--- src/design/gtmac_pkg.sv ---
// ----------------------------------------------------------------------------
// gtmac_pkg: shared types and constants of the 4x4 GEMM tile MAC
// Request modes, register indexes, fixed-point widths, saturation bounds and
// the records passed between the cells, the output scaler and the top level.
// ----------------------------------------------------------------------------
package gtmac_pkg;

   // fixed-point field widths
   localparam int DATA_BITS = 16;                 // A, B, alpha, beta (Q8.8)
   localparam int PROD_BITS = 2 * DATA_BITS;      // exact Q16.16 product
   localparam int C_BITS    = 32;                 // C elements (Q16.16)
   localparam int IDX_BITS  = 2;                  // tile row / column fields
   localparam int LANES     = 4;                  // operand lanes per request

   // parameter defaults
   localparam int TILE_DIM_DEF = 4;
   localparam int ACC_BITS_DEF = 48;

   // output scaler: accumulator magnitude handled exactly, split for multiply
   localparam int MAG_BITS   = 48;
   localparam int SPLIT_BITS = 24;
   localparam int WIDE_BITS  = 64;
   localparam logic signed [WIDE_BITS-1:0] BIG_POS = 64'sh0000_8000_0000_0000;
   localparam logic signed [WIDE_BITS-1:0] BIG_NEG = 64'shFFFF_8000_0000_0000;
   localparam logic [C_BITS-1:0] C_MAX = 32'h7FFF_FFFF;
   localparam logic [C_BITS-1:0] C_MIN = 32'h8000_0000;

   // request modes
   localparam logic [1:0] MODE_ACC   = 2'd0;
   localparam logic [1:0] MODE_CLEAR = 2'd1;
   localparam logic [1:0] MODE_EMIT  = 2'd2;
   localparam logic [1:0] MODE_NONE  = 2'd3;

   // configuration registers
   localparam int CSR_IDX_BITS = 1;
   localparam logic [CSR_IDX_BITS-1:0] CSR_ALPHA = 1'd0;
   localparam logic [CSR_IDX_BITS-1:0] CSR_BETA  = 1'd1;
   localparam logic signed [DATA_BITS-1:0] ALPHA_RESET = 16'sd256;
   localparam logic signed [DATA_BITS-1:0] BETA_RESET  = 16'sd0;

   // token and A operand handed from cell to cell along a row
   typedef struct packed {
      logic                        fire;
      logic                        clear;
      logic signed [DATA_BITS-1:0] a;
   } gtmac_link_type;

   // one finished C element
   typedef struct packed {
      logic [C_BITS-1:0]   c_new;
      logic [IDX_BITS-1:0] row;
      logic [IDX_BITS-1:0] col;
   } gtmac_result_type;

endpackage

--- src/design/gtmac_scale.sv ---
// ----------------------------------------------------------------------------
// gtmac_scale: output scaler of the tile
// Four stages: range check of the accumulator, split multiply by alpha and
// multiply of the old C element by beta, wide sum, then floor by 256 and
// saturation to 32 bits. The last stage holds until the result is taken.
// ----------------------------------------------------------------------------
module gtmac_scale #(
   parameter int ACC_BITS = gtmac_pkg::ACC_BITS_DEF
) (
   input  logic                                    clock,
   input  logic                                    reset,
   input  logic                                    go,
   input  logic signed [ACC_BITS-1:0]              acc,
   input  logic signed [gtmac_pkg::C_BITS-1:0]     c_old,
   input  logic [gtmac_pkg::IDX_BITS-1:0]          row,
   input  logic [gtmac_pkg::IDX_BITS-1:0]          col,
   input  logic signed [gtmac_pkg::DATA_BITS-1:0]  alpha,
   input  logic signed [gtmac_pkg::DATA_BITS-1:0]  beta,
   input  logic                                    take,
   output logic                                    res_vld,
   output gtmac_pkg::gtmac_result_type             res
);
   import gtmac_pkg::*;

   localparam int LO_BITS  = SPLIT_BITS + 1;
   localparam int HI_BITS  = MAG_BITS - SPLIT_BITS;
   localparam int PLO_BITS = LO_BITS + DATA_BITS;
   localparam int PHI_BITS = HI_BITS + DATA_BITS;
   localparam int PB_BITS  = C_BITS + DATA_BITS;
   localparam int SHIFT    = 8;
   localparam int TOP_LSB  = C_BITS + SHIFT - 1;

   // stage 1: range check
   logic signed [WIDE_BITS-1:0] acc_wide;
   logic                        big;
   logic                        vld1_ff;
   logic                        big1_ff;
   logic                        neg1_ff;
   logic [MAG_BITS-1:0]         mag1_ff;
   logic signed [C_BITS-1:0]    cold1_ff;
   logic [IDX_BITS-1:0]         row1_ff;
   logic [IDX_BITS-1:0]         col1_ff;

   // stage 2: products
   logic signed [LO_BITS-1:0]   lo_s;
   logic signed [HI_BITS-1:0]   hi_s;
   logic signed [PLO_BITS-1:0]  plo_in;
   logic signed [PHI_BITS-1:0]  phi_in;
   logic signed [PB_BITS-1:0]   pb_in;
   logic                        vld2_ff;
   logic                        sat2_ff;
   logic                        neg2_ff;
   logic signed [PLO_BITS-1:0]  plo_ff;
   logic signed [PHI_BITS-1:0]  phi_ff;
   logic signed [PB_BITS-1:0]   pb_ff;
   logic [IDX_BITS-1:0]         row2_ff;
   logic [IDX_BITS-1:0]         col2_ff;

   // stage 3: sum
   logic signed [WIDE_BITS-1:0] sum_in;
   logic                        vld3_ff;
   logic                        sat3_ff;
   logic                        neg3_ff;
   logic signed [WIDE_BITS-1:0] sum_ff;
   logic [IDX_BITS-1:0]         row3_ff;
   logic [IDX_BITS-1:0]         col3_ff;

   // stage 4: floor and saturate, held until taken
   logic [WIDE_BITS-TOP_LSB-1:0] top_bits;
   logic [C_BITS-1:0]            c_in;
   logic                         res_vld_ff;
   logic                         res_vld_in;
   gtmac_result_type             res_ff;

   // flag magnitudes beyond the exact range; those saturate unless alpha is zero
   always_comb begin
      acc_wide = WIDE_BITS'(acc);
      big      = (acc_wide >= BIG_POS) || (acc_wide <= BIG_NEG);
   end

   // split the accumulator so that each multiplier stays narrow
   always_comb begin
      lo_s   = $signed({1'b0, mag1_ff[SPLIT_BITS-1:0]});
      hi_s   = $signed(mag1_ff[MAG_BITS-1:SPLIT_BITS]);
      plo_in = lo_s * alpha;
      phi_in = hi_s * alpha;
      pb_in  = cold1_ff * beta;
   end

   // recombine the partial products with the beta term
   assign sum_in = (WIDE_BITS'(phi_ff) <<< SPLIT_BITS) + WIDE_BITS'(plo_ff)
                 + WIDE_BITS'(pb_ff);

   // floor by 256 is the arithmetic shift; saturate when the top does not agree
   always_comb begin
      top_bits = sum_ff[WIDE_BITS-1:TOP_LSB];
      if (sat3_ff) begin
         c_in = neg3_ff ? C_MIN : C_MAX;
      end else if ((&top_bits) || !(|top_bits)) begin
         c_in = sum_ff[TOP_LSB:SHIFT];
      end else begin
         c_in = sum_ff[WIDE_BITS-1] ? C_MIN : C_MAX;
      end
   end

   // result stays valid until the top level takes it
   always_comb begin
      if (vld3_ff) begin
         res_vld_in = 1'b1;
      end else if (take) begin
         res_vld_in = 1'b0;
      end else begin
         res_vld_in = res_vld_ff;
      end
   end

   // stage valid flags
   always_ff @(posedge clock) begin
      if (reset) begin
         vld1_ff    <= 1'b0;
         vld2_ff    <= 1'b0;
         vld3_ff    <= 1'b0;
         res_vld_ff <= 1'b0;
      end else begin
         vld1_ff    <= go;
         vld2_ff    <= vld1_ff;
         vld3_ff    <= vld2_ff;
         res_vld_ff <= res_vld_in;
      end
   end

   // stage data
   always_ff @(posedge clock) begin
      if (go) begin
         big1_ff  <= big;
         neg1_ff  <= (alpha < 0) != (acc < 0);
         mag1_ff  <= big ? '0 : acc_wide[MAG_BITS-1:0];
         cold1_ff <= c_old;
         row1_ff  <= row;
         col1_ff  <= col;
      end
      if (vld1_ff) begin
         sat2_ff <= big1_ff && (alpha != '0);
         neg2_ff <= neg1_ff;
         plo_ff  <= plo_in;
         phi_ff  <= phi_in;
         pb_ff   <= pb_in;
         row2_ff <= row1_ff;
         col2_ff <= col1_ff;
      end
      if (vld2_ff) begin
         sat3_ff <= sat2_ff;
         neg3_ff <= neg2_ff;
         sum_ff  <= sum_in;
         row3_ff <= row2_ff;
         col3_ff <= col2_ff;
      end
      if (vld3_ff) begin
         res_ff <= '{c_new: c_in, row: row3_ff, col: col3_ff};
      end
   end

   assign res_vld = res_vld_ff;
   assign res     = res_ff;

endmodule

--- config.mk ---
export PLATFORM = sky130hd
export DESIGN_NAME = gtmac_scale
export DESIGN_NICKNAME = d
export VERILOG_FILES = /design/src/design/gtmac_pkg.sv /design/src/design/gtmac_scale.sv
export SDC_FILE = /design/constraint.sdc
export NUM_CORES = 2
export LEC_CHECK = 0
export BUFFER_PORTS_ARGS = -buffer_cell sky130_fd_sc_hd__buf_2
export CELL_PAD_IN_SITES_DETAIL_PLACEMENT = 1
export CELL_PAD_IN_SITES_GLOBAL_PLACEMENT = 1
export CORE_AREA = 2 2 447 449
export DETAILED_ROUTE_END_ITERATION = 8
export DIE_AREA = 0 0 449 451
export PLACE_DENSITY = 0.5
export SLEW_MARGIN = 20
export SYNTH_ARGS = -nofsm -noshare
export SYNTH_HDL_FRONTEND = slang
export SYNTH_SLANG_ARGS = --single-unit
--- constraint.sdc ---
create_clock -name clock -period 16.51 [get_ports clock]
set_input_delay 1.651 -clock clock [delete_from_list [all_inputs] [get_ports clock]]
set_output_delay 1.651 -clock clock [all_outputs]
set_load 0.05 [all_outputs]
==> metrics <==
status=finished clean; Initial Utilization=29.73%; hold path cells=0; FF-to-FF Start=cold1_ff[5]; htree depth=2; total core area=198200 um^2; Seq/Total Area, Yosys=16.39%; Total Routing Usage GR=17.74%; Clk Latency, worst-skew pair=0.72 ns; Post-Syn Area=58940 um^2; complex-gate fraction of the synthesized area=5.802%; number of synthesized flops with an enable pin=319; Worst Setup Start Kind=input port; row count=164; area added between synthesis and finish=8.551%; hold buffers post-CTS=0; layout cells sized above 1=5.206%; filler cell count=22690; CTS root buf=clkbuf_16; final period utilization=50.46%; Setup CP Type=input port to flip-flop; Min-Delay Endpoint=res[2]; FF+latch area=9668 um^2; #FFs+latches synth=323; iteration-0 DRC count of the detailed router=1890; RSZ-0062 raised after global routing=false; total gr overflow=0; initial antenna violation count=4; multi-input logic area=43040 um^2; Die ar.=202500 um^2; Synth Instances=6069; number of buffers created by CTS=47; R2R Setup Slk=8.94 ns; main flop type after synthesis=edfxtp_1; # DRC=0; Post-synth ARST share=0%; GPL Wtd Cong=0.8026; Req. time, crit path=16.93 ns; IO Pins=157; Layout Nets=7792; Worst R2R Path Depth=22; area share of fa/ha/maj cells after synthesis=50.14%; drt first pass iters=5; largest family of logic cells by synthesized area=adder cells; Vias=40530; CTS tree=yes; Worst Path Max Fanout=32; Layout Skew=0.09540 ns; mux contribution to synthesized area=0.07006%; Final Hold Violating Endpoints=0; commonest non-fill, non-tap cells in the layout=inv_1, fa_1, nand2_1; fin. max-slew vios=0; Worst-Margin Slew=0.9783 ns; CTS Sinks=323; clock-pin slew of the registers on the worst-case setup and hold paths=0.06 ns; Final Critical Period=8.331 ns; pin count of the biggest net entering global routing=68; Resize count post-CTS=0; most common library cell in the layout ignoring fill and taps=inv_1; routed length per instance=19.99 um; Port Buffers=156; Slew HR=34.78%; Max Root-Sink Buffers=3; Post-Synth XOR/XNOR Area=2.734%; Synth Warn #=0; chip width=449 um; final setup vio count=0; first-pass GRT wire length=277300 um; Critical Path AT=8.75 ns; Synth Area in Simple Gates=14.25%; Setup Fix Bufs, Post-CTS=0; die height=451 um; DR vias/cell=4.642; synth unique cells=82; Detail Placement HPWL=137200 um; Detail Route Antenna Nets=0; Mean Syn Cell Area=9.711 um^2; vias in the first global route=47050; worst flop-to-flop path endpoint=pb_ff[45]; routed wire length=174600 um; HP Class=flip-flop to flip-flop; max cap viols=0; hold_sp=row3_ff[0]; Mapped Nets=7828; setup TNS=0 ns; Max Clock Freq=120.0 MHz; endpoint class of the critical path=flip-flop
## Yosys cell counts (3+ instances only)
library cell / n / area, um^2
a2111oi_0: 5 / 43.79
a211o_1: 4 / 35.03
a211oi_1: 13 / 97.59
a21boi_0: 6 / 45.04
a21o_1: 82 / 615.6
a21oi_1: 182 / 910.9
a221oi_1: 7 / 61.31
a31o_2: 5 / 43.79
a31oi_1: 16 / 100.1
a41oi_1: 4 / 35.03
and2_1: 536 / 3353
and3_1: 18 / 112.6
buf_1: 4 / 15.01
clkbuf_1: 281 / 1055
dfxtp_1: 4 / 80.08
edfxtp_1: 319 / 9579
fa_1: 1205 / 24120
ha_1: 434 / 5430
inv_1: 1377 / 5169
mux2i_1: 3 / 30.03
nand2_1: 800 / 3003
nand2b_1: 33 / 206.5
nand3_1: 37 / 185.2
nand3b_1: 3 / 22.52
nand4_1: 32 / 200.2
nor2_1: 162 / 608.1
nor2b_1: 26 / 162.7
nor3_1: 23 / 115.1
nor3b_1: 3 / 22.52
nor4_1: 28 / 175.2
o211ai_1: 12 / 90.09
o21a_1: 26 / 195.2
o21ai_0: 75 / 375.4
o21ai_1: 7 / 35.03
o21bai_1: 23 / 172.7
o22a_1: 3 / 26.28
o2bb2ai_1: 4 / 35.03
o311ai_1: 3 / 26.28
o31ai_1: 9 / 67.56
or2_2: 8 / 50.05
or3_1: 7 / 43.79
xnor2_1: 127 / 1112
xor2_1: 57 / 499.2
## layer usage
metal	up-vias	track usage [%]	routed length, um
met5	-	0	0
met1	21590	22.80	76280
met4	0	3.835	3904
li1	18260	-	-
met3	176	1.739	4935
met2	503	32.12	89440
## worst max-delay path, stage by stage
cell	delay, ns
buf_2	0.65
nand2_1	0.18
fa_1	0.57
inv_1	0.05
fa_1	0.49
inv_1	0.05
fa_1	0.53
inv_1	0.05
fa_1	0.48
fa_1	0.51
inv_1	0.05
fa_1	0.51
inv_1	0.06
ha_1	0.32
a21oi_1	0.15
a211oi_1	0.35
nand4_1	0.14
a31o_2	0.27
a311oi_2	0.40
a21oi_1	0.16
a211oi_1	0.70
a221oi_1	0.19
xnor2_1	0.17
## final cells by class
type / count / area share [%]
tap: 2656 / 5.194
clock inverter: 31 / 0.6552
antenna: 5 / 0.01956
timing repair buffer: 202 / 1.764
sequential: 323 / 15.11
clock buffer: 55 / 1.885
inverter: 1379 / 8.091
multi-input combinational: 4080 / 67.28
## through the flow
step	setup slack [ns]	cell area, um^2	hold slack, ns	std cells	utilization (%)
floorplan	8.784	58940	0.4003	6069	-
global placement	7.638	62330	0.4009	8640	31.45
detailed placement	7.549	62330	0.4061	8640	31.45
CTS	8.254	63960	0.4212	8726	32.27
global route	7.896	63970	0.4251	8727	32.27
finish	8.179	63980	0.4183	8731	32.28
## worst max-delay path by stage
stage / start / slack (ns) / cells after the start / end
after floorplan: alpha[7] / 8.78 / 25 / plo_ff[38]
after global placement: beta[7] / 7.64 / 23 / pb_ff[45]
after detailed placement: beta[7] / 7.55 / 23 / pb_ff[45]
after CTS: beta[7] / 8.25 / 23 / pb_ff[45]
after global routing: beta[7] / 7.90 / 23 / pb_ff[45]
final: beta[7] / 8.18 / 23 / pb_ff[45]
## cell families (layout without fill, tap and decap cells)
logic type / Yosys count / after routing
AOI/OAI and AO/OA: 522 / 522
buffers and inverters: 1666 / 1667
adders and majority gates: 1639 / 1639
other: 0 / 5
and+or+nand+nor: 1731 / 1731
xor gates and xnor gates: 184 / 184
DFF: 323 / 323
muxes: 4 / 4
## flip-flops by register name (all words and copies together), names as in the netlist, 2 cells and up
name,count
res,36
row3_ff,2
pb_ff,48
plo_ff,41
phi_ff,40
mag1_ff,48
row1_ff,2
col1_ff,2
col2_ff,2
cold1_ff,32
sum_ff,56
row2_ff,2
col3_ff,2
Power is not shown: default switching activity piles up to over one toggle a cycle in this logic, so the estimate is an artifact.
