**config.mk**
```make
export PLATFORM = sky130hd
export DESIGN_NAME = gtmac_cell
export DESIGN_NICKNAME = d
export VERILOG_FILES = /design/src/design/gtmac_pkg.sv /design/src/design/gtmac_cell.sv
export SDC_FILE = /design/constraint.sdc
export NUM_CORES = 1
export LEC_CHECK = 0
export BUFFER_PORTS_ARGS = -buffer_cell sky130_fd_sc_hd__buf_2
export CORE_ASPECT_RATIO = 1.25
export CORE_MARGIN = 2
export CORE_UTILIZATION = 50
export DETAILED_ROUTE_END_ITERATION = 10
export GPL_ROUTABILITY_DRIVEN = 0
export GPL_TIMING_DRIVEN = 0
export PLACE_DENSITY = 0.71
export SYNTH_ARGS = -nofsm -noshare
export SYNTH_HDL_FRONTEND = slang
export SYNTH_SLANG_ARGS = --single-unit
```
**constraint.sdc**
```tcl
create_clock -name clock -period 9.1 [get_ports clock]
set_input_delay 0.91 -clock clock [delete_from_list [all_inputs] [get_ports clock]]
set_output_delay 0.91 -clock clock [all_outputs]
set_load 0.05 [all_outputs]
```
**src/design/gtmac_pkg.sv**
```systemverilog
// ----------------------------------------------------------------------------
// gtmac_pkg: shared types and constants of the 4x4 GEMM tile MAC
// Request modes, register indexes, fixed-point widths, saturation bounds and
// the records passed between the cells, the output scaler and the top level.
// ----------------------------------------------------------------------------
package gtmac_pkg;

   // fixed-point field widths
   localparam int DATA_BITS = 16;                 // A, B, alpha, beta (Q8.8)
   localparam int PROD_BITS = 2 * DATA_BITS;      // exact Q16.16 product
   localparam int C_BITS    = 32;                 // C elements (Q16.16)
   localparam int IDX_BITS  = 2;                  // tile row / column fields
   localparam int LANES     = 4;                  // operand lanes per request

   // parameter defaults
   localparam int TILE_DIM_DEF = 4;
   localparam int ACC_BITS_DEF = 48;

   // output scaler: accumulator magnitude handled exactly, split for multiply
   localparam int MAG_BITS   = 48;
   localparam int SPLIT_BITS = 24;
   localparam int WIDE_BITS  = 64;
   localparam logic signed [WIDE_BITS-1:0] BIG_POS = 64'sh0000_8000_0000_0000;
   localparam logic signed [WIDE_BITS-1:0] BIG_NEG = 64'shFFFF_8000_0000_0000;
   localparam logic [C_BITS-1:0] C_MAX = 32'h7FFF_FFFF;
   localparam logic [C_BITS-1:0] C_MIN = 32'h8000_0000;

   // request modes
   localparam logic [1:0] MODE_ACC   = 2'd0;
   localparam logic [1:0] MODE_CLEAR = 2'd1;
   localparam logic [1:0] MODE_EMIT  = 2'd2;
   localparam logic [1:0] MODE_NONE  = 2'd3;

   // configuration registers
   localparam int CSR_IDX_BITS = 1;
   localparam logic [CSR_IDX_BITS-1:0] CSR_ALPHA = 1'd0;
   localparam logic [CSR_IDX_BITS-1:0] CSR_BETA  = 1'd1;
   localparam logic signed [DATA_BITS-1:0] ALPHA_RESET = 16'sd256;
   localparam logic signed [DATA_BITS-1:0] BETA_RESET  = 16'sd0;

   // token and A operand handed from cell to cell along a row
   typedef struct packed {
      logic                        fire;
      logic                        clear;
      logic signed [DATA_BITS-1:0] a;
   } gtmac_link_type;

   // one finished C element
   typedef struct packed {
      logic [C_BITS-1:0]   c_new;
      logic [IDX_BITS-1:0] row;
      logic [IDX_BITS-1:0] col;
   } gtmac_result_type;

endpackage

```
**src/design/gtmac_cell.sv**
```systemverilog
// ----------------------------------------------------------------------------
// gtmac_cell: one multiply-accumulate cell of the tile
// Multiplies the A operand arriving from its left neighbor by its own B
// operand, adds the product into its saturating accumulator in the next cycle
// and hands the token and the A operand on to its right neighbor.
// ----------------------------------------------------------------------------
module gtmac_cell #(
   parameter int ACC_BITS = gtmac_pkg::ACC_BITS_DEF
) (
   input  logic                                      clock,
   input  logic                                      reset,
   input  gtmac_pkg::gtmac_link_type                 link_in,
   input  logic signed [gtmac_pkg::DATA_BITS-1:0]    b_in,
   output gtmac_pkg::gtmac_link_type                 link_out,
   output logic signed [ACC_BITS-1:0]                acc_out
);
   import gtmac_pkg::*;

   logic                        fire_ff;
   logic                        clear_ff;
   logic signed [DATA_BITS-1:0] a_ff;
   logic signed [PROD_BITS-1:0] prod_ff;
   logic signed [PROD_BITS-1:0] prod_in;
   logic signed [ACC_BITS-1:0]  acc_ff;
   logic signed [ACC_BITS-1:0]  acc_in;
   logic signed [ACC_BITS-1:0]  base;
   logic signed [ACC_BITS:0]    sum;
   logic signed [ACC_BITS-1:0]  acc_max;
   logic signed [ACC_BITS-1:0]  acc_min;

   // product of the passing A operand and this cell's B operand
   assign prod_in = $signed(link_in.a) * b_in;

   // add into the accumulator, restart from zero on clear, saturate
   always_comb begin
      acc_max = {1'b0, {(ACC_BITS-1){1'b1}}};
      acc_min = {1'b1, {(ACC_BITS-1){1'b0}}};
      base    = clear_ff ? '0 : acc_ff;
      sum     = (ACC_BITS+1)'(base) + (ACC_BITS+1)'(prod_ff);
      if (sum[ACC_BITS] != sum[ACC_BITS-1]) begin
         acc_in = sum[ACC_BITS] ? acc_min : acc_max;
      end else begin
         acc_in = sum[ACC_BITS-1:0];
      end
   end

   // control and accumulator
   always_ff @(posedge clock) begin
      if (reset) begin
         fire_ff  <= 1'b0;
         clear_ff <= 1'b0;
         acc_ff   <= '0;
      end else begin
         fire_ff  <= link_in.fire;
         clear_ff <= link_in.clear;
         if (fire_ff) begin
            acc_ff <= acc_in;
         end
      end
   end

   // operand and product registers
   always_ff @(posedge clock) begin
      a_ff <= link_in.a;
      if (link_in.fire) begin
         prod_ff <= prod_in;
      end
   end

   // hand the token and operand to the next cell
   assign link_out = '{fire: fire_ff, clear: clear_ff, a: a_ff};
   assign acc_out  = acc_ff;

endmodule

```
==> impl_results.html <==
<table>
<tr><th>Metric</th><th>Value</th></tr>
<tr><th colspan="2">Logic synthesis</th></tr>
<tr><td>Average footprint of a synthesized cell</td><td>between 9 and 10 µm²</td></tr>
<tr><td>Cell types with the largest area share after synthesis</td><td>sky130_fd_sc_hd__fa_1 (32%), sky130_fd_sc_hd__ha_1 (9.8%), sky130_fd_sc_hd__dfxtp_1 (8.0%), sky130_fd_sc_hd__inv_1 (7.1%), sky130_fd_sc_hd__edfxtp_1 (5.8%)</td></tr>
<tr><td>Cells after Synth</td><td>between 1.5k and 2k</td></tr>
<tr><td>Yosys top cell area share</td><td>about a third</td></tr>
<tr><td>Most used DFF post-synth</td><td>sky130_fd_sc_hd__dfxtp_1</td></tr>
<tr><td>Post-synthesis sequential element count</td><td>slightly below 100</td></tr>
<tr><td>Synthesized area</td><td>approximately 17000 µm²</td></tr>
<tr><td>Ys async rst share</td><td>0%</td></tr>
<tr><td>Register area share after synthesis</td><td>13.74%</td></tr>
<tr><td>Synth Warn #</td><td>0</td></tr>
<tr><td>Count of flip-flops with a built-in enable after synthesis</td><td>32</td></tr>
<tr><td>Number of distinct library cell variants in the gate-level netlist after synthesis</td><td>64</td></tr>
<tr><td>Biggest area consumer among synthesized cells</td><td>sky130_fd_sc_hd__fa_1</td></tr>
<tr><td>Number of nets in the synthesized netlist</td><td>2256</td></tr>
<tr><th colspan="2">Setup path</th></tr>
<tr><td>Setup slack of the most critical reg-to-reg path</td><td>between 4 and 5 ns</td></tr>
<tr><td>Crit-path max cell delay</td><td>between 0.5 and 0.6 ns</td></tr>
<tr><td>Start of the worst register-to-register path</td><td>clear_ff$_SDFF_PP0_</td></tr>
<tr><td>Critical Path Fanout Max</td><td>10</td></tr>
<tr><td>Crit path max-delay family</td><td>adder cells</td></tr>
<tr><td>Startpoint type of the worst setup path</td><td>primary input</td></tr>
<tr><td>Library cell contributing the largest single delay on the critical path</td><td>sky130_fd_sc_hd__fa_1</td></tr>
<tr><td>Category of the worst setup path capture point</td><td>flop</td></tr>
<tr><td>Depth of the most critical reg-to-reg path</td><td>15</td></tr>
<tr><td>Cell chain of the critical path</td><td>buf_2 -&gt; clkbuf_1 -&gt; nand2_1 -&gt; fa_1 -&gt; fa_1 -&gt; fa_1 -&gt; inv_1 -&gt; fa_1 -&gt; fa_1 -&gt; inv_1 -&gt; fa_1 -&gt; inv_1 -&gt; ha_1 -&gt; and3_1 -&gt; o211ai_1 -&gt; o211ai_1 -&gt; a21o_1 -&gt; o311a_1 -&gt; a211oi_1 -&gt; a211o_1 -&gt; o2111ai_1 -&gt; a21oi_1 -&gt; xnor2_1</td></tr>
<tr><td>Most common cell type on the critical path</td><td>sky130_fd_sc_hd__fa_1</td></tr>
<tr><td>R2r endpoint</td><td>acc_out[10]$_SDFFE_PP0P_</td></tr>
<tr><td>Required time of the critical path</td><td>~9.2 ns</td></tr>
<tr><td>Number of buffer and inverter instances along the worst setup path</td><td>5</td></tr>
<tr><td>Kind of critical path</td><td>primary input to flop</td></tr>
<tr><td>Data arrival, critical path</td><td>7.47 ns</td></tr>
<tr><th colspan="2">Drt</th></tr>
<tr><td>Count of antenna-violating nets left after detailed routing</td><td>0</td></tr>
<tr><td>Post-DR wirelength/cell</td><td>roughly 17 µm</td></tr>
<tr><td>WL final</td><td>~41 mm</td></tr>
<tr><td>Via density per instance</td><td>between 5 and 6</td></tr>
<tr><td>Remaining DRCs</td><td>0</td></tr>
<tr><td>Total via count after detailed routing</td><td>between 10k and 15k</td></tr>
<tr><td>Pre-antenna DRT Iters</td><td>7</td></tr>
<tr><td>Number of DRC markers in iteration 0</td><td>between 600 and 700</td></tr>
<tr><th colspan="2">Floorplanning</th></tr>
<tr><td># IOs</td><td>102</td></tr>
<tr><td>Floorplan die height</td><td>a little over 200 µm</td></tr>
<tr><td>Die outline width</td><td>approximately 170 µm</td></tr>
<tr><td>Core area</td><td>around 33000 µm²</td></tr>
<tr><td>DIE AREA</td><td>approximately 35000 µm²</td></tr>
<tr><td>Standard-cell rows</td><td>74</td></tr>
<tr><td>Initial Utilization</td><td>around 50%</td></tr>
<tr><th colspan="2">Placement</th></tr>
<tr><td>Placed Cells incl. Taps</td><td>around 2.3k</td></tr>
<tr><td>Count of buffers inserted at the top-level ports</td><td>100</td></tr>
<tr><td>Sum of net half-perimeters after detailed placement</td><td>about 35 mm</td></tr>
<tr><th colspan="2">Global route</th></tr>
<tr><td>Via count of the first global-routing pass</td><td>approximately 14k</td></tr>
<tr><td>Overall routing resource usage</td><td>between 20 and 25%</td></tr>
<tr><td>Initial antenna violation count</td><td>0</td></tr>
<tr><td>First-pass GRT wire length</td><td>a little under 70 mm</td></tr>
<tr><td>Grt total ovfl</td><td>0</td></tr>
<tr><td>Largest net degree at the start of global routing</td><td>34</td></tr>
<tr><th colspan="2">Timing</th></tr>
<tr><td>Final period utilization</td><td>approximately 81%</td></tr>
<tr><td>Worst-margin pin slew</td><td>about 0.8 ns</td></tr>
<tr><td>Highest achievable clock rate</td><td>between 100 and 150 MHz</td></tr>
<tr><td>Fin crit period</td><td>around 7.3 ns</td></tr>
<tr><td>Tightest slew margin relative to the limit</td><td>a little under half</td></tr>
<tr><td>Final count of hold timing violations</td><td>0</td></tr>
<tr><td>Number of endpoints failing setup at the final stage</td><td>0</td></tr>
<tr><td>Setup Total Neg Slack</td><td>0 ns</td></tr>
<tr><td>Unrepaired setup endpoints after global routing</td><td>no</td></tr>
<tr><td>Final clock skew</td><td>0.007236 ns</td></tr>
<tr><td>Pins Over Slew Limit</td><td>0</td></tr>
<tr><th colspan="2">CTS</th></tr>
<tr><td>Number of clock buffers inserted by TritonCTS</td><td>9</td></tr>
<tr><td>TritonCTS clock tree</td><td>built</td></tr>
<tr><td>Clock network latency to the later pin of the worst-skew pair</td><td>between 0.3 and 0.4 ns</td></tr>
<tr><td>Clock buffer depth</td><td>2</td></tr>
<tr><td>Clock sinks</td><td>98</td></tr>
<tr><td>Number of post-CTS setup repair buffers</td><td>0</td></tr>
<tr><td>H-tree Lvls</td><td>3</td></tr>
<tr><td>Reg clk slew, reported paths</td><td>approximately 0.070 ns</td></tr>
<tr><td>Hold Buf Count CTS</td><td>0</td></tr>
<tr><td>Clock root buffer</td><td>sky130_fd_sc_hd__clkbuf_16</td></tr>
<tr><td>Number of resized instances in the post-cts repair step</td><td>0</td></tr>
<tr><th colspan="2">Final layout</th></tr>
<tr><td>Area growth from synthesis to layout</td><td>8.007%</td></tr>
<tr><td>Final std cells w/o fill</td><td>approximately 2.4k</td></tr>
<tr><td>Final-stage net count</td><td>roughly 2.4k</td></tr>
<tr><td>Share of post-route cells with drive strength above 1</td><td>between 10 and 15%</td></tr>
<tr><td>Diode insertion count for antenna repair</td><td>0</td></tr>
<tr><th colspan="2">Hold path</th></tr>
<tr><td>Hold endpoint</td><td>acc_out[34]$_SDFFE_PP0P_</td></tr>
<tr><td>Hold wc startpoint</td><td>acc_out[34]$_SDFFE_PP0P_</td></tr>
<tr><td>Cells on Worst Hold Path</td><td>2</td></tr>
<tr><td>Worst hold path class</td><td>flop to flop</td></tr>
<tr><th colspan="2">Status</th></tr>
<tr><td>Run status</td><td>complete, no violations</td></tr>
<tr><th colspan="2">Run</th></tr>
<tr><td>Max-Cap Viols</td><td>0</td></tr>
</table>
state kept, by name (all words and copies together) (netlist names):
| name | flops |
|---|---|
| acc_out | 48 |
| prod_ff | 32 |
| a_ff | 16 |
| clear_ff | 1 |
| fire_ff | 1 |
synthesized netlist by cell type (all sizes together) (2+ instances only):
| cell | instances |
|---|---|
| clkbuf | 62 |
| nor2b | 58 |
| a2111oi | 3 |
| or3b | 3 |
| buf | 17 |
| o21a | 11 |
| xor2 | 26 |
| o211ai | 13 |
| o221ai | 3 |
| a21boi | 3 |
| a21bo | 2 |
| nor3b | 3 |
| a22oi | 2 |
| a221o | 2 |
| a211o | 3 |
| o41ai | 2 |
| and4 | 2 |
| nor3 | 13 |
| xnor2 | 55 |
| dfxtp | 66 |
| maj3 | 44 |
| nor4 | 4 |
| nand2b | 17 |
| nand2 | 160 |
| inv | 314 |
| nand3 | 15 |
| a211oi | 56 |
| a21o | 26 |
| fa | 263 |
| nand4 | 12 |
| o21ai | 40 |
| a31oi | 9 |
| edfxtp | 32 |
| ha | 130 |
| o2111ai | 2 |
| or2 | 2 |
| o21bai | 15 |
| o31ai | 5 |
| a21oi | 80 |
| and3 | 10 |
| nor2 | 103 |
| and2 | 130 |
placed cells by master (no fill, tap or decap), drive strengths merged, types with 3 or more instances in the layout:
master / Yosys / final
inv: 314 / 318
a21oi: 80 / 80
nor2: 103 / 103
nor3: 13 / 13
a211o: 3 / 3
nand2: 160 / 160
a2111oi: 3 / 3
nor3b: 3 / 3
xor2: 26 / 26
dfxtp: 66 / 66
o211ai: 13 / 13
and3: 10 / 10
nand3: 15 / 15
o21a: 11 / 11
o221ai: 3 / 3
o21ai: 40 / 40
edfxtp: 32 / 32
xnor2: 55 / 55
ha: 130 / 130
and2: 130 / 130
nor2b: 58 / 58
a31oi: 9 / 9
a21o: 26 / 26
clkbuf: 62 / 71
maj3: 44 / 44
a21boi: 3 / 3
o31ai: 5 / 5
nand4: 12 / 12
nand2b: 17 / 17
o21bai: 15 / 15
or3b: 3 / 3
fa: 263 / 263
buf: 17 / 117
a211oi: 56 / 56
nor4: 4 / 4
how the worst max path moves through the flow:
stage                            from                     to  slack [ns]  cells past startpoint
after floorplan           link_in[11]  prod_ff[31]$_DFFE_PP_        2.51                     22
after global placement    link_in[10]  prod_ff[31]$_DFFE_PP_        1.47                     23
after detailed placement   link_in[7]  prod_ff[31]$_DFFE_PP_        1.39                     24
after CTS                  link_in[7]  prod_ff[31]$_DFFE_PP_        1.81                     24
after global routing      link_in[11]  prod_ff[31]$_DFFE_PP_        1.44                     23
final                     link_in[11]  prod_ff[31]$_DFFE_PP_        1.75                     23
metrics by stage:
stage	utilization (%)	hold WS, ns	setup slack [ns]	instance area (µm²)
floorplan	-	0.5970	2.513	16610
global placement	53.95	0.4788	1.466	17630
detailed placement	53.95	0.4923	1.394	17630
CTS	54.89	0.5022	1.808	17940
global route	54.89	0.5189	1.444	17940
finish	54.89	0.4941	1.752	17940
logic make-up (layout without fill, tap and decap cells):
logic type,after synthesis,in the layout,share of synthesized area [%]
and+or+nand+nor,534,534,16.11
adders and majority gates,437,437,44.37
buffers and inverters,393,509,9.183
AOI/OAI and AO/OA,284,284,12.33
DFF,98,98,13.74
xor gates and xnor gates,81,81,4.271
final cells by class:
class / count / area, µm²
clock inverter: 7 / 81.33
buffer: 79 / 346.6
inverter: 314 / 1179
multi-input combinational: 1336 / 12800
timing repair buffer: 100 / 500.5
sequential: 98 / 2282
tap: 418 / 523.0
fill: 3024 / 14740
clock buffer: 9 / 225.2
worst reg2reg max path, stage by stage (launching register included):
cell and delay (ns):
sky130_fd_sc_hd__dfxtp_1 0.40, sky130_fd_sc_hd__clkbuf_1 0.49, sky130_fd_sc_hd__nor2b_1 0.12, sky130_fd_sc_hd__ha_1 0.24
sky130_fd_sc_hd__inv_1 0.07, sky130_fd_sc_hd__fa_1 0.20, sky130_fd_sc_hd__nand2b_1 0.14, sky130_fd_sc_hd__a21oi_1 0.12
sky130_fd_sc_hd__o41ai_1 0.51, sky130_fd_sc_hd__a21oi_1 0.28, sky130_fd_sc_hd__o221ai_2 0.37, sky130_fd_sc_hd__a21o_1 0.27
sky130_fd_sc_hd__a2bb2oi_2 0.23, sky130_fd_sc_hd__clkbuf_1 0.58, sky130_fd_sc_hd__maj3_2 0.35, sky130_fd_sc_hd__a211oi_2 0.07
layer usage:
layer / wire length [µm] / vias to the layer above / GRT usage [%]
met5: 0 / - / 0
met4: 1313 / 0 / 8.234
met3: 2043 / 84 / 3.241
met2: 20770 / 366 / 43.72
met1: 16990 / 6314 / 30.41
li1: - / 6060 / -
Power is left out: the tool's default activity adds up to more than one toggle a clock period on the data nets, which glitch-free logic cannot reach.
